`src/design/packed_genotype_stream_decoder_macros.svh`:
```
// ----------------------------------------------------------------------------
// Packed genotype stream decoder - assertion macros
// Shared concurrent assertion forms, clocked on clock, disabled in reset.
// ----------------------------------------------------------------------------
`ifndef PACKED_GENOTYPE_STREAM_DECODER_MACROS_SVH
`define PACKED_GENOTYPE_STREAM_DECODER_MACROS_SVH

// Same-cycle implication.
`define PGSD_ASSERT_SAME(label, ante, cons, msg) \
   label: assert property (@(posedge clock) disable iff (reset) (ante) |-> (cons)) \
      else $error(msg);

// Next-cycle implication.
`define PGSD_ASSERT_NEXT(label, ante, cons, msg) \
   label: assert property (@(posedge clock) disable iff (reset) (ante) |=> (cons)) \
      else $error(msg);

`endif

```
`src/design/pgsd_pkg.sv`:
```
// ----------------------------------------------------------------------------
// Packed genotype stream decoder package
// Payload types, queue entry type, register indexes and the pair decoder.
// ----------------------------------------------------------------------------
`timescale 1ns / 1ps

package pgsd_pkg;

   localparam logic [1:0]  HEADER_LEN  = 2'd3;
   localparam logic [1:0]  LAST_PAIR   = 2'd3;
   localparam logic [23:0] ROW_MAX     = 24'hFF_FFFF;

   localparam int QUEUE_DEPTH = 4;
   localparam int QUEUE_PTR_W = 2;
   localparam int QUEUE_CNT_W = 3;

   localparam int CSR_INDEX_W = 1;
   localparam int CSR_DATA_W  = 25;
   localparam logic [CSR_INDEX_W-1:0] CSR_SAMPLE_COUNT = 1'b0;
   localparam logic [CSR_INDEX_W-1:0] CSR_ROW_COUNT    = 1'b1;

   typedef struct packed {
      logic [7:0] data_byte;
      logic       start_of_file;
   } req_payload_type;

   typedef struct packed {
      logic [23:0] row_index;
      logic [19:0] sample_index;
      logic [1:0]  genotype;
      logic        out_of_range;
      logic        last;
   } rsp_payload_type;

   typedef enum logic {
      ENTRY_CLEAR,
      ENTRY_DATA
   } entry_kind_type;

   typedef struct packed {
      entry_kind_type kind;
      logic [7:0]     data_byte;
   } queue_entry_type;

   // 0 and missing -> 0, 2 -> 1, 3 -> 2
   function automatic logic [1:0] decode_pair(input logic [1:0] code);
      logic [1:0] result;
      begin
         case (code)
            2'd2: result = 2'd1;
            2'd3: result = 2'd2;
            default: result = 2'd0;
         endcase
         return result;
      end
   endfunction

endpackage

```
`src/design/pgsd_front.sv`:
```
// ----------------------------------------------------------------------------
// Front end
// Accepts raw bytes, strips the file header and queues clear/data entries.
// ----------------------------------------------------------------------------
`timescale 1ns / 1ps

module pgsd_front (
   input  logic                    clock,
   input  logic                    reset,
   input  logic                    req_valid,
   output logic                    req_stall,
   input  pgsd_pkg::req_payload_type req_payload,
   input  logic                    queue_full,
   output logic                    push,
   output pgsd_pkg::queue_entry_type push_entry
);
   import pgsd_pkg::*;

   logic [1:0] header_seen_ff;
   logic [1:0] header_seen_in;
   logic       accept;

   assign req_stall = queue_full;
   assign accept    = req_valid && !queue_full;

   always_comb begin
      header_seen_in       = header_seen_ff;
      push                 = 1'b0;
      push_entry.kind      = ENTRY_DATA;
      push_entry.data_byte = req_payload.data_byte;
      if (accept) begin
         if (req_payload.start_of_file) begin
            // first header byte of a new file; counters clear in the back end
            header_seen_in  = 2'd1;
            push            = 1'b1;
            push_entry.kind = ENTRY_CLEAR;
         end else if (header_seen_ff < HEADER_LEN) begin
            header_seen_in = header_seen_ff + 2'd1;
         end else begin
            push = 1'b1;
         end
      end
   end

   always_ff @(posedge clock) begin
      if (reset) begin
         header_seen_ff <= 2'd0;
      end else begin
         header_seen_ff <= header_seen_in;
      end
   end

endmodule

```
`src/design/pgsd_queue.sv`:
```
// ----------------------------------------------------------------------------
// Entry queue
// Small FIFO between front and back end.
// ----------------------------------------------------------------------------
`timescale 1ns / 1ps

module pgsd_queue (
   input  logic                      clock,
   input  logic                      reset,
   input  logic                      push,
   input  pgsd_pkg::queue_entry_type push_entry,
   input  logic                      pop,
   output pgsd_pkg::queue_entry_type head_entry,
   output logic                      head_valid,
   output logic                      full
);
   import pgsd_pkg::*;

   queue_entry_type        entries_ff [QUEUE_DEPTH];
   logic [QUEUE_PTR_W-1:0] wr_ptr_ff;
   logic [QUEUE_PTR_W-1:0] wr_ptr_in;
   logic [QUEUE_PTR_W-1:0] rd_ptr_ff;
   logic [QUEUE_PTR_W-1:0] rd_ptr_in;
   logic [QUEUE_CNT_W-1:0] count_ff;
   logic [QUEUE_CNT_W-1:0] count_in;

   assign head_entry = entries_ff[rd_ptr_ff];
   assign head_valid = (count_ff != '0);
   assign full       = (count_ff == QUEUE_CNT_W'(QUEUE_DEPTH));

   always_comb begin
      wr_ptr_in = push ? wr_ptr_ff + 1'b1 : wr_ptr_ff;
      rd_ptr_in = pop  ? rd_ptr_ff + 1'b1 : rd_ptr_ff;
      count_in  = count_ff;
      if (push && !pop) begin
         count_in = count_ff + 1'b1;
      end else if (pop && !push) begin
         count_in = count_ff - 1'b1;
      end
   end

   always_ff @(posedge clock) begin
      if (push) begin
         entries_ff[wr_ptr_ff] <= push_entry;
      end
   end

   always_ff @(posedge clock) begin
      if (reset) begin
         wr_ptr_ff <= '0;
         rd_ptr_ff <= '0;
         count_ff  <= '0;
      end else begin
         wr_ptr_ff <= wr_ptr_in;
         rd_ptr_ff <= rd_ptr_in;
         count_ff  <= count_in;
      end
   end

endmodule

```
`src/design/pgsd_back.sv`:
```
// ----------------------------------------------------------------------------
// Back end
// Splits data bytes into genotype results, one per cycle while the output is
// not stalled, and tracks the sample and row counters.
// ----------------------------------------------------------------------------
`timescale 1ns / 1ps

module pgsd_back (
   input  logic                      clock,
   input  logic                      reset,
   input  pgsd_pkg::queue_entry_type head_entry,
   input  logic                      head_valid,
   output logic                      pop,
   input  logic [20:0]               sample_count,
   input  logic [24:0]               row_count,
   output logic                      rsp_valid,
   input  logic                      rsp_stall,
   output pgsd_pkg::rsp_payload_type rsp_payload
);
   import pgsd_pkg::*;

   logic [1:0]      pair_ff;
   logic [1:0]      pair_in;
   logic [19:0]     sample_counter_ff;
   logic [19:0]     sample_counter_in;
   logic [23:0]     row_counter_ff;
   logic [23:0]     row_counter_in;
   logic            rsp_valid_ff;
   logic            rsp_valid_in;
   rsp_payload_type rsp_payload_ff;
   rsp_payload_type rsp_payload_in;

   logic        out_free;
   logic        issue;
   logic        clear;
   logic [20:0] next_sample;
   logic        row_done;
   logic        byte_done;
   logic [1:0]  code;

   assign out_free    = !rsp_valid_ff || !rsp_stall;
   assign clear       = head_valid && (head_entry.kind == ENTRY_CLEAR);
   assign issue       = head_valid && (head_entry.kind == ENTRY_DATA) && out_free;
   assign next_sample = {1'b0, sample_counter_ff} + 21'd1;
   // a zero sample count ends every row after one sample; bit 20 caps the row
   assign row_done    = (next_sample >= sample_count) || next_sample[20];
   assign byte_done   = row_done || (pair_ff == LAST_PAIR);
   assign code        = head_entry.data_byte[{pair_ff, 1'b0} +: 2];
   assign pop         = clear || (issue && byte_done);

   always_comb begin
      pair_in           = pair_ff;
      sample_counter_in = sample_counter_ff;
      row_counter_in    = row_counter_ff;
      rsp_valid_in      = rsp_valid_ff && rsp_stall;
      rsp_payload_in    = rsp_payload_ff;
      if (clear) begin
         pair_in           = 2'd0;
         sample_counter_in = '0;
         row_counter_in    = '0;
      end else if (issue) begin
         rsp_valid_in                = 1'b1;
         rsp_payload_in.row_index    = row_counter_ff;
         rsp_payload_in.sample_index = sample_counter_ff;
         rsp_payload_in.genotype     = decode_pair(code);
         rsp_payload_in.out_of_range = ({1'b0, row_counter_ff} >= row_count);
         rsp_payload_in.last         = byte_done;
         pair_in                     = byte_done ? 2'd0 : pair_ff + 2'd1;
         if (row_done) begin
            sample_counter_in = '0;
            if (row_counter_ff != ROW_MAX) begin
               row_counter_in = row_counter_ff + 24'd1;
            end
         end else begin
            sample_counter_in = next_sample[19:0];
         end
      end
   end

   always_ff @(posedge clock) begin
      if (reset) begin
         pair_ff           <= 2'd0;
         sample_counter_ff <= '0;
         row_counter_ff    <= '0;
         rsp_valid_ff      <= 1'b0;
      end else begin
         pair_ff           <= pair_in;
         sample_counter_ff <= sample_counter_in;
         row_counter_ff    <= row_counter_in;
         rsp_valid_ff      <= rsp_valid_in;
      end
   end

   always_ff @(posedge clock) begin
      rsp_payload_ff <= rsp_payload_in;
   end

   assign rsp_valid   = rsp_valid_ff;
   assign rsp_payload = rsp_payload_ff;

`include "packed_genotype_stream_decoder_macros.svh"

   `PGSD_ASSERT_SAME(a_pop_has_head, pop, head_valid, "pop from empty queue")
   `PGSD_ASSERT_SAME(a_mid_byte_is_data, pair_ff != 2'd0,
      head_valid && (head_entry.kind == ENTRY_DATA), "pair index set without data byte")
   `PGSD_ASSERT_NEXT(a_clear_zeroes, clear,
      (sample_counter_ff == '0) && (row_counter_ff == '0) && (pair_ff == 2'd0),
      "counters not cleared at start of file")

endmodule

```
`src/design/packed_genotype_stream_decoder.sv`:
```
// Flow: a taken data byte is written into the queue, and its first result is
//   then loaded from the queue head into the output register.
// Throughput: one result per cycle from the back end while the output is not
//   stalled; a data byte yields 1 to 4 results.
// Reset: synchronous, active high; counters and queue clear, both config
//   registers return to 1, and the next three bytes are taken as header.
// ----------------------------------------------------------------------------
// Packed genotype stream decoder - top level
// SNP-major packed genotype byte stream to per-sample genotype results.
// ----------------------------------------------------------------------------
`timescale 1ns / 1ps

module packed_genotype_stream_decoder (
   input  logic                                    clock,
   input  logic                                    reset,
   // byte input
   input  logic                                    req_valid,
   output logic                                    req_stall,
   input  pgsd_pkg::req_payload_type               req_payload,
   // genotype results
   output logic                                    rsp_valid,
   input  logic                                    rsp_stall,
   output pgsd_pkg::rsp_payload_type               rsp_payload,
   // register writes
   input  logic                                    csr_valid,
   output logic                                    csr_ready,
   input  logic [pgsd_pkg::CSR_INDEX_W-1:0]        csr_index,
   input  logic [pgsd_pkg::CSR_DATA_W-1:0]         csr_data
);
   import pgsd_pkg::*;

   // Config registers. Writes never touch the decode counters.
   logic [20:0] sample_count_ff;
   logic [20:0] sample_count_in;
   logic [24:0] row_count_ff;
   logic [24:0] row_count_in;
   logic        csr_write;

   // front -> queue -> back
   logic            push;
   queue_entry_type push_entry;
   logic            pop;
   queue_entry_type head_entry;
   logic            head_valid;
   logic            queue_full;

   assign csr_ready = 1'b1;
   assign csr_write = csr_valid && csr_ready;

   always_comb begin
      sample_count_in = sample_count_ff;
      row_count_in    = row_count_ff;
      if (csr_write) begin
         case (csr_index)
            CSR_SAMPLE_COUNT: sample_count_in = csr_data[20:0];
            CSR_ROW_COUNT:    row_count_in    = csr_data;
            default: ;
         endcase
      end
   end

   always_ff @(posedge clock) begin
      if (reset) begin
         sample_count_ff <= 21'd1;
         row_count_ff    <= 25'd1;
      end else begin
         sample_count_ff <= sample_count_in;
         row_count_ff    <= row_count_in;
      end
   end

   // Front end: header stripping. Start-of-file bytes become a clear entry so
   // the counter reset stays in order with queued data.
   pgsd_front u_front (
      .clock       (clock),
      .reset       (reset),
      .req_valid   (req_valid),
      .req_stall   (req_stall),
      .req_payload (req_payload),
      .queue_full  (queue_full),
      .push        (push),
      .push_entry  (push_entry)
   );

   // Decouples byte intake from result emission; input stalls only when full.
   pgsd_queue u_queue (
      .clock      (clock),
      .reset      (reset),
      .push       (push),
      .push_entry (push_entry),
      .pop        (pop),
      .head_entry (head_entry),
      .head_valid (head_valid),
      .full       (queue_full)
   );

   // Back end: one 2-bit pair per cycle unless stalled; row wrap per sample.
   pgsd_back u_back (
      .clock        (clock),
      .reset        (reset),
      .head_entry   (head_entry),
      .head_valid   (head_valid),
      .pop          (pop),
      .sample_count (sample_count_ff),
      .row_count    (row_count_ff),
      .rsp_valid    (rsp_valid),
      .rsp_stall    (rsp_stall),
      .rsp_payload  (rsp_payload)
   );

endmodule

```
`config.mk`:
```
export PLATFORM = sky130hd
export DESIGN_NAME = packed_genotype_stream_decoder
export DESIGN_NICKNAME = d
export VERILOG_FILES = /design/src/design/pgsd_pkg.sv /design/src/design/pgsd_front.sv /design/src/design/pgsd_queue.sv /design/src/design/pgsd_back.sv /design/src/design/packed_genotype_stream_decoder.sv
export VERILOG_INCLUDE_DIRS = /design/src /design/src/design
export SDC_FILE = /design/constraint.sdc
export NUM_CORES = 1
export LEC_CHECK = 0
export ABC_AREA = 1
export BUFFER_PORTS_ARGS = -buffer_cell sky130_fd_sc_hd__buf_2
export CAP_MARGIN = 20
export CORE_ASPECT_RATIO = 1.4
export CORE_MARGIN = 4
export CORE_UTILIZATION = 33
export CTS_CLUSTER_SIZE = 40
export DETAILED_ROUTE_END_ITERATION = 10
export HOLD_SLACK_MARGIN = 0.12
export PLACE_DENSITY = 0.53
export SLEW_MARGIN = 20
export SYNTH_ARGS = -nofsm -noshare
export SYNTH_HDL_FRONTEND = slang
export SYNTH_SLANG_ARGS = --single-unit
```
`constraint.sdc`:
```
create_clock -name clock -period 3.55 [get_ports clock]
set_input_delay 0.1775 -clock clock [delete_from_list [all_inputs] [get_ports clock]]
set_output_delay 0.1775 -clock clock [all_outputs]
set_load 0.02 [all_outputs]
```
==> impl_results.md, run 1 <==
* GRT Util Overall at 15.3%
* Area growth syn-to-layout at 25.4%
* Most frequent cells in the layout: nand2_1, a21oi_1, inv_1
* Largest net degree at the start of global routing at 53
* Vias per inst at 4.73
* Die height at 202 um
* Die Area at 29700 um2
* Final Max Tran Viols at 0
* Final WL at 22700 um
* Dpl cells at 1427
* Final count of hold timing violations at 0
* Avg Inst Size Synth at 9.09 um2
* Unique cell type count in the Yosys netlist at 41
* Post-layout min period at 3.41 ns
* P per Cell Area at 608 nW/um2
* Mapped Cells at 979
* Fin crit share at 96.0%
* Area of the multi-input gates at 3900 um2
* Synth top area cells: edfxtp_1, dfxtp_1, ha_1, nand2_1, a21oi_1
* M1 WL at 9990 um
* Drt initial violations at 234
* Area fraction of the dominant cell type after synthesis at 28.3%
* FF+latch area at 4620 um2
* CTS tree: yes
* Async SR Flop Fraction at 0%
* Grt total ovfl at 0
* WP data required at 3.92 ns
* FF+latch count, synth at 188
* Antenna violations before repair at 0
* Met3 wire len at 741 um
* FF-to-FF End: u_queue.count_ff[2]$_SDFFE_PP0P_
* CTS buffer count at 17
* Slew headroom at 34.1%
* Number of synthesized flops with an enable pin at 84
* Drt pass-1 iters at 6
* Vias post-DR at 7128
* Fin cells at 1508
* First-pass GRT wire length at 36300 um
* Crit-path slowest cell: dfxtp_4
* Ant diodes at 0
* Fmax at 293 MHz
* Worst min-delay path category: input port to flop
* Crit start category: flop
* Hold Path Origin: csr_index
* Most common cell after layout, fill and taps aside: nand2_1
* Post-Syn Area at 8900 um2
* Share of layout cells above drive strength 1 at 19.6%
* Synth area leader: edfxtp_1
* Port Buf Inserts at 89
* Skew-Pair Late Insertion Delay at 0.44 ns
* Mapped Nets at 1075
* R2r setup slk at 0.14 ns
* DIE WIDTH at 147 um
* Routability cong. at 0.833
* Maximum vdd ir drop at 374 uV
* Crit Path Category: flop to flop
* Worst Setup SP: u_back.sample_counter_ff[1]$_SDFFE_PP0P_
* Drt wl/cell at 15.0 um
* Reg-to-Reg Start: u_back.sample_counter_ff[1]$_SDFFE_PP0P_
* Ys Warns at 0
* RSZ-0062 raised after global routing: true
* Pleak at 4.49 nW
* Crit end category: flop
* Total chip power at 6.78 mW
* Delay-heaviest family, CP: simple AND/OR/NAND/NOR gates
* Seq/Total Area, Yosys at 51.7%
* Critical Path Fanout Max at 4
* Worst Tran Pin Value at 0.988 ns
* H-tree depth at 4
* Fillers at 2622
* Worst r2r path cells at 25
* Clk slew on worst S/H paths at 0.07 ns
* Worst path max stage delay at 0.38 ns
* WHS Endpoint: sample_count_ff[0]$_SDFFE_PP1P_
* Total core area at 26400 um2
* Initial core utilization at 33.8%
* Status: completed
* CTS Root Cell: clkbuf_16
* Post-synth top flop: dfxtp_1
* Clock Tree Buf Depth at 2
* Worst Path Arrival at 3.78 ns
* Hpwl dp at 16000 um
* Vias in the first global route at 7046
* Fin nets at 1231
* Antenna viol nets, final at 0
* CTS Sinks at 188
* Residual DRC at 0
* CP bufs+invs at 2
* # setup viols final at 0
* Max layer used: met4
* Cell depth of the worst hold path at 4
* Met2 wire len at 11400 um
* Io pins at 91
* Clock skew at 0.0108 ns
* Row Count at 70
* Max-cap check violation count at 0
-- layout make-up --
cell class / count / area share, %
flip-flops and latches: 188 / 41.4
inverters: 112 / 3.77
clock buffers: 21 / 4.13
well taps: 360 / 4.04
multi-input cells: 642 / 34.9
clock inverters: 11 / 1.19
repair buffers: 174 / 10.6
-- per-layer routing --
layer	vias to the layer above	GRT usage [%]
met3	36	2.78
met4	0	6.25
met5	-	0
li1	3627	-
met1	3344	18.8
met2	121	26.3
-- kinds of logic after synthesis --
| family | synth area share [%] |
|---|---|
| simple gates | 17.1 |
| compound gates | 11.6 |
| flops | 51.7 |
| buf+inv | 6.86 |
| fa+ha+maj | 7.96 |
| xor+xnor | 3.94 |
| mux | 0.787 |
| other cells | 0.0421 |
-- cells in the mapped netlist, types with 2 or more instances --
| master | instances |
|---|---|
| nand2_1 | 178 |
| a21oi_1 | 120 |
| inv_1 | 107 |
| dfxtp_1 | 104 |
| edfxtp_1 | 84 |
| nor2_1 | 67 |
| o21ai_0 | 60 |
| ha_1 | 55 |
| nand4_1 | 38 |
| nand3_1 | 31 |
| xor2_1 | 29 |
| clkbuf_1 | 24 |
| nor3_1 | 11 |
| xnor2_1 | 11 |
| mux2i_1 | 7 |
| o221ai_1 | 7 |
| buf_2 | 5 |
| buf_4 | 4 |
| buf_6 | 4 |
| inv_2 | 4 |
| a211oi_1 | 3 |
| nand2_2 | 3 |
| nor2_2 | 3 |
| nand3b_1 | 2 |
| o211ai_1 | 2 |
-- metrics by stage --
stage               setup TNS (ns)  worst slack, ns  cell area (um2)  hold WS [ns]  utilization, %
floorplan                        0            0.123             8900         0.247               -
global placement           -0.0213          -0.0213             9880         0.395            37.5
detailed placement          -0.138           -0.137             9880         0.398            37.5
CTS                              0           0.0114            10900         0.138            41.3
global route                -0.168           -0.128            11200         0.146            42.3
finish                           0            0.141            11200         0.158            42.3
-- where the power goes --
group	internal (mW)	switching (mW)	total, mW
Sequential	2.72	0.171	2.89
Combinational	0.583	1.38	1.96
Clock	1.09	0.847	1.93
Total	4.39	2.40	6.78
-- worst reg2reg max path, cell delays in order (launching register included) --
cell     delay [ns]
dfxtp_4        0.38
nand3_4        0.09
nor2_4         0.13
nand2_2        0.08
nor2_4         0.17
nand2_2        0.10
nor2_4         0.13
xor2_2         0.18
ha_1           0.26
nand2_2        0.08
inv_1          0.04
nand2_1        0.05
a21oi_1        0.06
nor2_1         0.08
nand2_1        0.07
nor2_2         0.14
nand3_2        0.13
a21oi_2        0.16
ha_2           0.18
inv_2          0.05
fa_2           0.38
nor2_1         0.09
nor2_1         0.05
nand2_1        0.08
o21ai_1        0.06
a21oi_1        0.14
-- flip-flops by register name, summed over array words and instances, names as in the netlist, named ones only --
register                  cells
u_queue.wr_ptr_ff             2
u_back.rsp_payload           48
u_back.rsp_valid              1
u_back.sample_counter_ff     20
u_queue.entries_ff           36
u_queue.count_ff              3
u_front.header_seen_ff        2
u_queue.rd_ptr_ff             2
u_back.row_counter_ff        24
u_back.pair_ff                2
row_count_ff                 25
sample_count_ff              21
-- worst max path at each step --
stage	to	cells past startpoint
6_report	u_queue.count_ff[2]$_SDFFE_PP0P_	25
5_1_grt	u_queue.count_ff[2]$_SDFFE_PP0P_	26
4_1_cts	u_queue.count_ff[2]$_SDFFE_PP0P_	25
3_5_place_dp	u_queue.count_ff[2]$_SDFFE_PP0P_	25
3_3_place_gp	u_queue.count_ff[2]$_SDFFE_PP0P_	25
2_1_floorplan	u_queue.count_ff[2]$_SDFFE_PP0P_	25
-- repair_timing --
item | CTS | global route
pin swaps | 0 | 21
gates resized for setup | 6 | 53
buffers inserted | 4 | 7
hold buffers | 38 | 0
endpoints found under the setup margin | 2 | 2
hold endpoints to repair | 86 | 0
(Power assumes the default switching activity.)
==> inputs of run 2 (changes only) <==
- PLACE_DENSITY: 0.53 -> 0.63
==> impl_results.md, run 2 (synthesis gave the netlist of run 1 again) <==
* Status: completed
* Area of the multi-input gates at 3920 um2
* WP data required at 3.87 ns
* Max-cap check violation count at 0
* P per Cell Area at 606 nW/um2
* Hold Path Origin: req_valid
* M3 GR Usage at 3.23%
* Total core area at 26400 um2
* Post-layout min period at 3.43 ns
* Row Count at 70
* Share of layout cells above drive strength 1 at 20.8%
* Routability cong. at 0.880
* Most Crowded Layer GR: met2
* Sum of negative setup slack at 0 ns
* Crit end category: flop
* Met1 Use GR at 17.9%
* Most frequent cells in the layout: nand2_1, a21oi_1, inv_1
* # setup viols final at 0
* Most common cell after layout, fill and taps aside: nand2_1
* CTS Root Cell: clkbuf_16
* Pleak at 4.54 nW
* Worst Tran Pin Value at 0.989 ns
* Largest net degree at the start of global routing at 77
* Reg-to-Reg Start: u_back.sample_counter_ff[3]$_SDFFE_PP0P_
* Drt pass-1 iters at 7
* Final count of hold timing violations at 0
* Io pins at 91
* Vias per inst at 4.75
* DIE WIDTH at 147 um
* Final WL at 22600 um
* Cell depth of the worst hold path at 4
* Max reg flops at 48
* Fin nets at 1243
* Port Buf Inserts at 89
* Die Area at 29700 um2
* Antenna viol nets, final at 0
* Met2 usage at 26.4%
* Final Max Tran Viols at 0
* Clk slew on worst S/H paths at 0.07 ns
* Hpwl dp at 15900 um
* Residual DRC at 0
* Crit Path Category: flop to flop
* First-pass GRT wire length at 35500 um
* Worst r2r path cells at 26
* Grt total ovfl at 0
* Drt initial violations at 431
* Drt wl/cell at 14.9 um
* Clock Tree Buf Depth at 2
* Die height at 202 um
* FF+latch area at 4620 um2
* Maximum vdd ir drop at 380 uV
* Total chip power at 6.86 mW
* Fmax at 292 MHz
* CTS buffer count at 17
* Antenna violations before repair at 1
* Worst min-delay path category: input port to flop
* Critical Path Fanout Max at 4
* Skew-Pair Late Insertion Delay at 0.44 ns
* H-tree depth at 4
* Clock skew at 0.00963 ns
* GRT Util Overall at 15.0%
* CTS Sinks at 188
* Vias in the first global route at 6946
* CTS tree: yes
* R2r setup slk at 0.12 ns
* Fin Hold WS at 0.186 ns
* Crit start category: flop
* Fillers at 2538
* Initial core utilization at 33.8%
* Area growth syn-to-layout at 27.1%
* Slew headroom at 34.1%
* RSZ-0062 raised after global routing: true
* Ant diodes at 0
* WHS Endpoint: u_queue.entries_ff[0][8]$_DFFE_PP_
* Fin crit share at 96.6%
* FF-to-FF End: u_queue.count_ff[2]$_SDFFE_PP0P_
* Vias post-DR at 7218
* Worst Path Arrival at 3.75 ns
run 2: per-layer routing:
metal  vias to the layer above  wire length [um]
met4                         2               441
met3                        30               850
met2                       141             11500
li1                       3660                 -
met1                      3385              9800
met5                         -                 8
run 2: worst max path at each step:
stage                                                        start                                to  slack [ns]  depth (start not counted)
after global placement    u_back.sample_counter_ff[1]$_SDFFE_PP0P_  u_queue.count_ff[2]$_SDFFE_PP0P_       -0.13                         25
after floorplan           u_back.sample_counter_ff[0]$_SDFFE_PP0P_  u_queue.count_ff[2]$_SDFFE_PP0P_        0.12                         25
after CTS                 u_back.sample_counter_ff[0]$_SDFFE_PP0P_  u_queue.count_ff[2]$_SDFFE_PP0P_       0.009                         27
after global routing      u_back.sample_counter_ff[8]$_SDFFE_PP0P_  u_queue.count_ff[2]$_SDFFE_PP0P_       -0.23                         25
after detailed placement  u_back.sample_counter_ff[0]$_SDFFE_PP0P_  u_queue.count_ff[2]$_SDFFE_PP0P_       -0.30                         25
final                     u_back.sample_counter_ff[3]$_SDFFE_PP0P_  u_queue.count_ff[2]$_SDFFE_PP0P_        0.12                         26
run 2: final cells by class:
type / instances / area share, %
timing repair buffer: 186 / 11.3
sequential: 188 / 40.8
clock inverter: 11 / 1.13
tap: 360 / 3.98
inverter: 112 / 3.72
multi-input combinational: 642 / 34.6
clock buffer: 21 / 4.36
run 2: power breakdown:
group | internal, mW | total [mW] | switching, mW
clock network | 1.15 | 1.98 | 0.835
logic | 0.596 | 1.99 | 1.40
registers | 2.72 | 2.88 | 0.161
run 2: stage by stage:
step                      setup slack (ns)  util (%)  instance area [um2]  std cells
final                                0.120      42.9                11300       1520
after global routing                -0.232      42.9                11300       1520
after CTS                          0.00869      41.9                11000       1514
after detailed placement            -0.301      37.8                 9960       1438
after global placement              -0.130      37.8                 9960       1438
after floorplan                      0.123         -                 8900        979
run 2: worst max-delay path, cell delays in order, from the launching register on:
cell and delay, ns:
dfxtp_2 0.38, nand2_2 0.08, nor2_4 0.13, nand2_2 0.08, nor2_4 0.16, nand2_2 0.09, buf_6 0.12, xor2_1 0.12
inv_1 0.07, ha_1 0.29, nand2_1 0.09, nor2_1 0.05, nand3_1 0.06, nor2_1 0.04, nor2_1 0.09, nand2_1 0.09
nor2_4 0.13, nand3_2 0.12, a21oi_2 0.15, ha_2 0.18, inv_2 0.04, fa_2 0.35, nor2_1 0.10, nor2_1 0.05
nand2_1 0.10, buf_4 0.11, a21oi_1 0.05
run 2: timing repair:
item / CTS / global route
hold endpoints to repair: 82 / 0
pin swaps: 2 / 27
hold buffers: 40 / 0
resized for setup: 11 / 55
setup endpoints to repair: 2 / 30
setup buffers: 4 / 6
gates cloned: 0 / 0
==> inputs of run 3 (changes only) <==
- SYNTH_HIERARCHICAL: not set -> 1
==> impl_results.md, run 3 <==
* First-pass GRT wire length at 36900 um
* Total core area at 28300 um2
* CTS Sinks at 188
* Critical Path Fanout Max at 4
* Synth area leader: edfxtp_1
* Status: completed
* Post-layout min period at 3.47 ns
* Synth top cells by count: nand2_1, nor2_1, inv_1, dfxtp_1, edfxtp_1
* Hpwl dp at 17100 um
* Mapped Nets at 1240
* Crit-path slowest cell: fa_2
* Maximum vdd ir drop at 372 uV
* Most common cell after layout, fill and taps aside: nand2_1
* Ant diodes at 0
* Max reg flops at 48
* Synth top area cells: edfxtp_1, dfxtp_1, nand2_1, nor2_1, ha_1
* Ys Warns at 6
* GRT Util Overall at 14.8%
* Die Area at 31500 um2
* Worst path max stage delay at 0.38 ns
* Total chip power at 6.78 mW
* Worst Path Arrival at 3.84 ns
* H-tree depth at 4
* Drt pass-1 iters at 5
* Async SR Flop Fraction at 0%
* Clock Tree Buf Depth at 2
* FF-to-FF End: u_queue/count_ff[2]$_SDFFE_PP0P_
* Avg Inst Size Synth at 8.27 um2
* Antenna viol nets, final at 0
* WP data required at 3.92 ns
* Vias post-DR at 7722
* Sw Share at 36.7%
* Fin area at 11400 um2
* Worst min-delay path category: input port to flop
* Clock skew at 0.0167 ns
* Mapped Cells at 1145
* Post-synth top flop: dfxtp_1
* DIE WIDTH at 151 um
* Crit end category: flop
* Seq/Total Area, Yosys at 48.6%
* DP Area at 10400 um2
* Final Max Tran Viols at 0
* Routability cong. at 0.865
* R2r setup slk at 0.08 ns
* Dpl cells at 1601
* Vias per inst at 4.61
* Grt total ovfl at 0
* Slew headroom at 50.8%
* Area growth syn-to-layout at 20.9%
* Number of synthesized flops with an enable pin at 84
* Port Buf Inserts at 89
* Residual DRC at 0
* Comb power frac at 30.8%
* Crit-path most repeated cell: nand2_2
* FF+latch area at 4610 um2
* Reg-to-Reg Start: u_back/sample_counter_ff[2]$_SDFFE_PP0P_
* Pleak at 5.11 nW
* Fin cells at 1675
* CTS buffer count at 17
* Row Count at 73
* Crit Path Category: flop to flop
* Largest net degree at the start of global routing at 59
* Max-cap check violation count at 0
* Power Internal at 4.29 mW
* Utilization after layout at 40.4%
* CTS tree: yes
* CTS Root Cell: clkbuf_16
* # setup viols final at 0
* Final WL at 23200 um
* Fillers at 2834
* RSZ-0062 raised after global routing: true
* Worst Tran Pin Value at 0.738 ns
* Crit start category: flop
* Unique cell type count in the Yosys netlist at 46
* Hold Path Origin: req_valid
* Most instantiated library cell after synthesis: nand2_1
* Most frequent cells in the layout: nand2_1, nor2_1, inv_1
* Drt initial violations at 321
* Fin crit share at 97.8%
* WHS Endpoint: u_front/header_seen_ff[0]$_SDFFE_PP0P_
* Fmax at 288 MHz
* FF+latch count, synth at 188
* P per Cell Area at 592 nW/um2
* Initial core utilization at 33.5%
* Antenna violations before repair at 0
* Fin nets at 1382
* Flop pwr share at 42.1%
* Worst r2r path cells at 25
* Cell depth of the worst hold path at 5
* Die height at 208 um
* Area fraction of the dominant cell type after synthesis at 26.6%
* Io pins at 91
* Skew-Pair Late Insertion Delay at 0.44 ns
* Share of layout cells above drive strength 1 at 17.0%
* Drt wl/cell at 13.8 um
* Post-Syn Area at 9470 um2
* Vias in the first global route at 7509
* Switch Pwr at 2.49 mW
* Final count of hold timing violations at 0
* Clock power frac at 27.1%
* Area of the multi-input gates at 4010 um2
* Clk slew on worst S/H paths at 0.08 ns
==> run 3: cell count changes after synthesis, sizes merged, moves of 17 or more <==
cell,before,now
nor2,71,194
a21oi,120,49
inv,111,176
nand2,182,216
nand3,33,67
buf,13,30
xor2,29,12
==> run 3: cell type report <==
type / instances / area share, %
clock buffers: 20 / 3.99
clock inverters: 12 / 0.929
inverters: 178 / 5.90
multi-input cells: 735 / 35.0
flip-flops and latches: 188 / 40.3
well taps: 375 / 4.10
repair buffers: 167 / 9.81
==> run 3: how the worst max path moves through the flow <==
stage	start	end	slack (ns)
2_1_floorplan	u_back/sample_counter_ff[0]$_SDFFE_PP0P_	u_queue/count_ff[2]$_SDFFE_PP0P_	0.05
3_3_place_gp	u_back/sample_counter_ff[1]$_SDFFE_PP0P_	u_queue/count_ff[2]$_SDFFE_PP0P_	0.04
3_5_place_dp	u_back/sample_counter_ff[1]$_SDFFE_PP0P_	u_queue/count_ff[2]$_SDFFE_PP0P_	-0.09
4_1_cts	u_back/sample_counter_ff[1]$_SDFFE_PP0P_	u_queue/count_ff[2]$_SDFFE_PP0P_	0.02
5_1_grt	u_back/sample_counter_ff[2]$_SDFFE_PP0P_	u_queue/count_ff[2]$_SDFFE_PP0P_	-0.19
6_report	u_back/sample_counter_ff[2]$_SDFFE_PP0P_	u_queue/count_ff[2]$_SDFFE_PP0P_	0.08
==> run 3: what timing repair did <==
action | in CTS | in global routing
pin swaps | 0 | 14
buffers inserted | 0 | 5
endpoints found under the hold margin | 86 | 0
setup endpoints to repair | 2 | 2
hold buffers | 37 | 0
gates resized for setup | 3 | 26
==> run 3: power by group through the flow <==
stage / clock network, mW / logic (mW) / registers [mW]
global placement: 0 / 1.97 / 2.90
floorplan: 0 / 1.13 / 3.19
finish: 1.84 / 2.09 / 2.85
detailed placement: 0 / 1.99 / 2.90
CTS: 1.90 / 2.04 / 2.86
global route: 1.99 / 2.30 / 2.89
==> run 3: kinds of logic (layout without fill, tap and decap cells) <==
group / count (synthesis) / after routing / synth area share, %
adders and majority gates: 55 / 55 / 7.34
other: 1 / 1 / 0.0396
and+or+nand+nor: 538 / 538 / 24.6
AOI/OAI and AO/OA: 122 / 122 / 7.54
buffers and inverters: 222 / 377 / 10.2
xor gates and xnor gates: 19 / 19 / 1.76
DFF: 188 / 188 / 48.6
==> run 3: per-layer routing <==
| metal | part of all wire (%) | wire [um] | track usage, % | vias to the layer above |
|---|---|---|---|---|
| met5 | 0 | 0 | 0 | - |
| met4 | 2.8 | 653 | 6.04 | 0 |
| met3 | 4.5 | 1040 | 2.48 | 40 |
| met2 | 53 | 12200 | 26.7 | 172 |
| met1 | 40 | 9300 | 16.9 | 3529 |
| li1 | - | - | - | 3981 |
==> run 3: worst max-delay path, delay by kind of cell, from the launching register on <==
| kind | cells | cell delay [ns] |
|---|---|---|
| adders and majority gates | 3 | 0.85 |
| xor gates and xnor gates | 1 | 0.23 |
| and+or+nand+nor | 14 | 1.35 |
| AOI/OAI and AO/OA | 4 | 0.41 |
| buffers and inverters | 3 | 0.21 |
| DFF | 1 | 0.37 |
==> run 3: per-stage QoR <==
stage | worst slack (ns) | hold WS (ns) | setup TNS [ns]
4_1_cts | 0.0161 | 0.203 | 0
2_1_floorplan | 0.0524 | 0.247 | 0
6_report | 0.0786 | 0.209 | 0
3_3_place_gp | 0.0379 | 0.389 | 0
3_5_place_dp | -0.0921 | 0.393 | -0.136
5_1_grt | -0.192 | 0.265 | -0.324
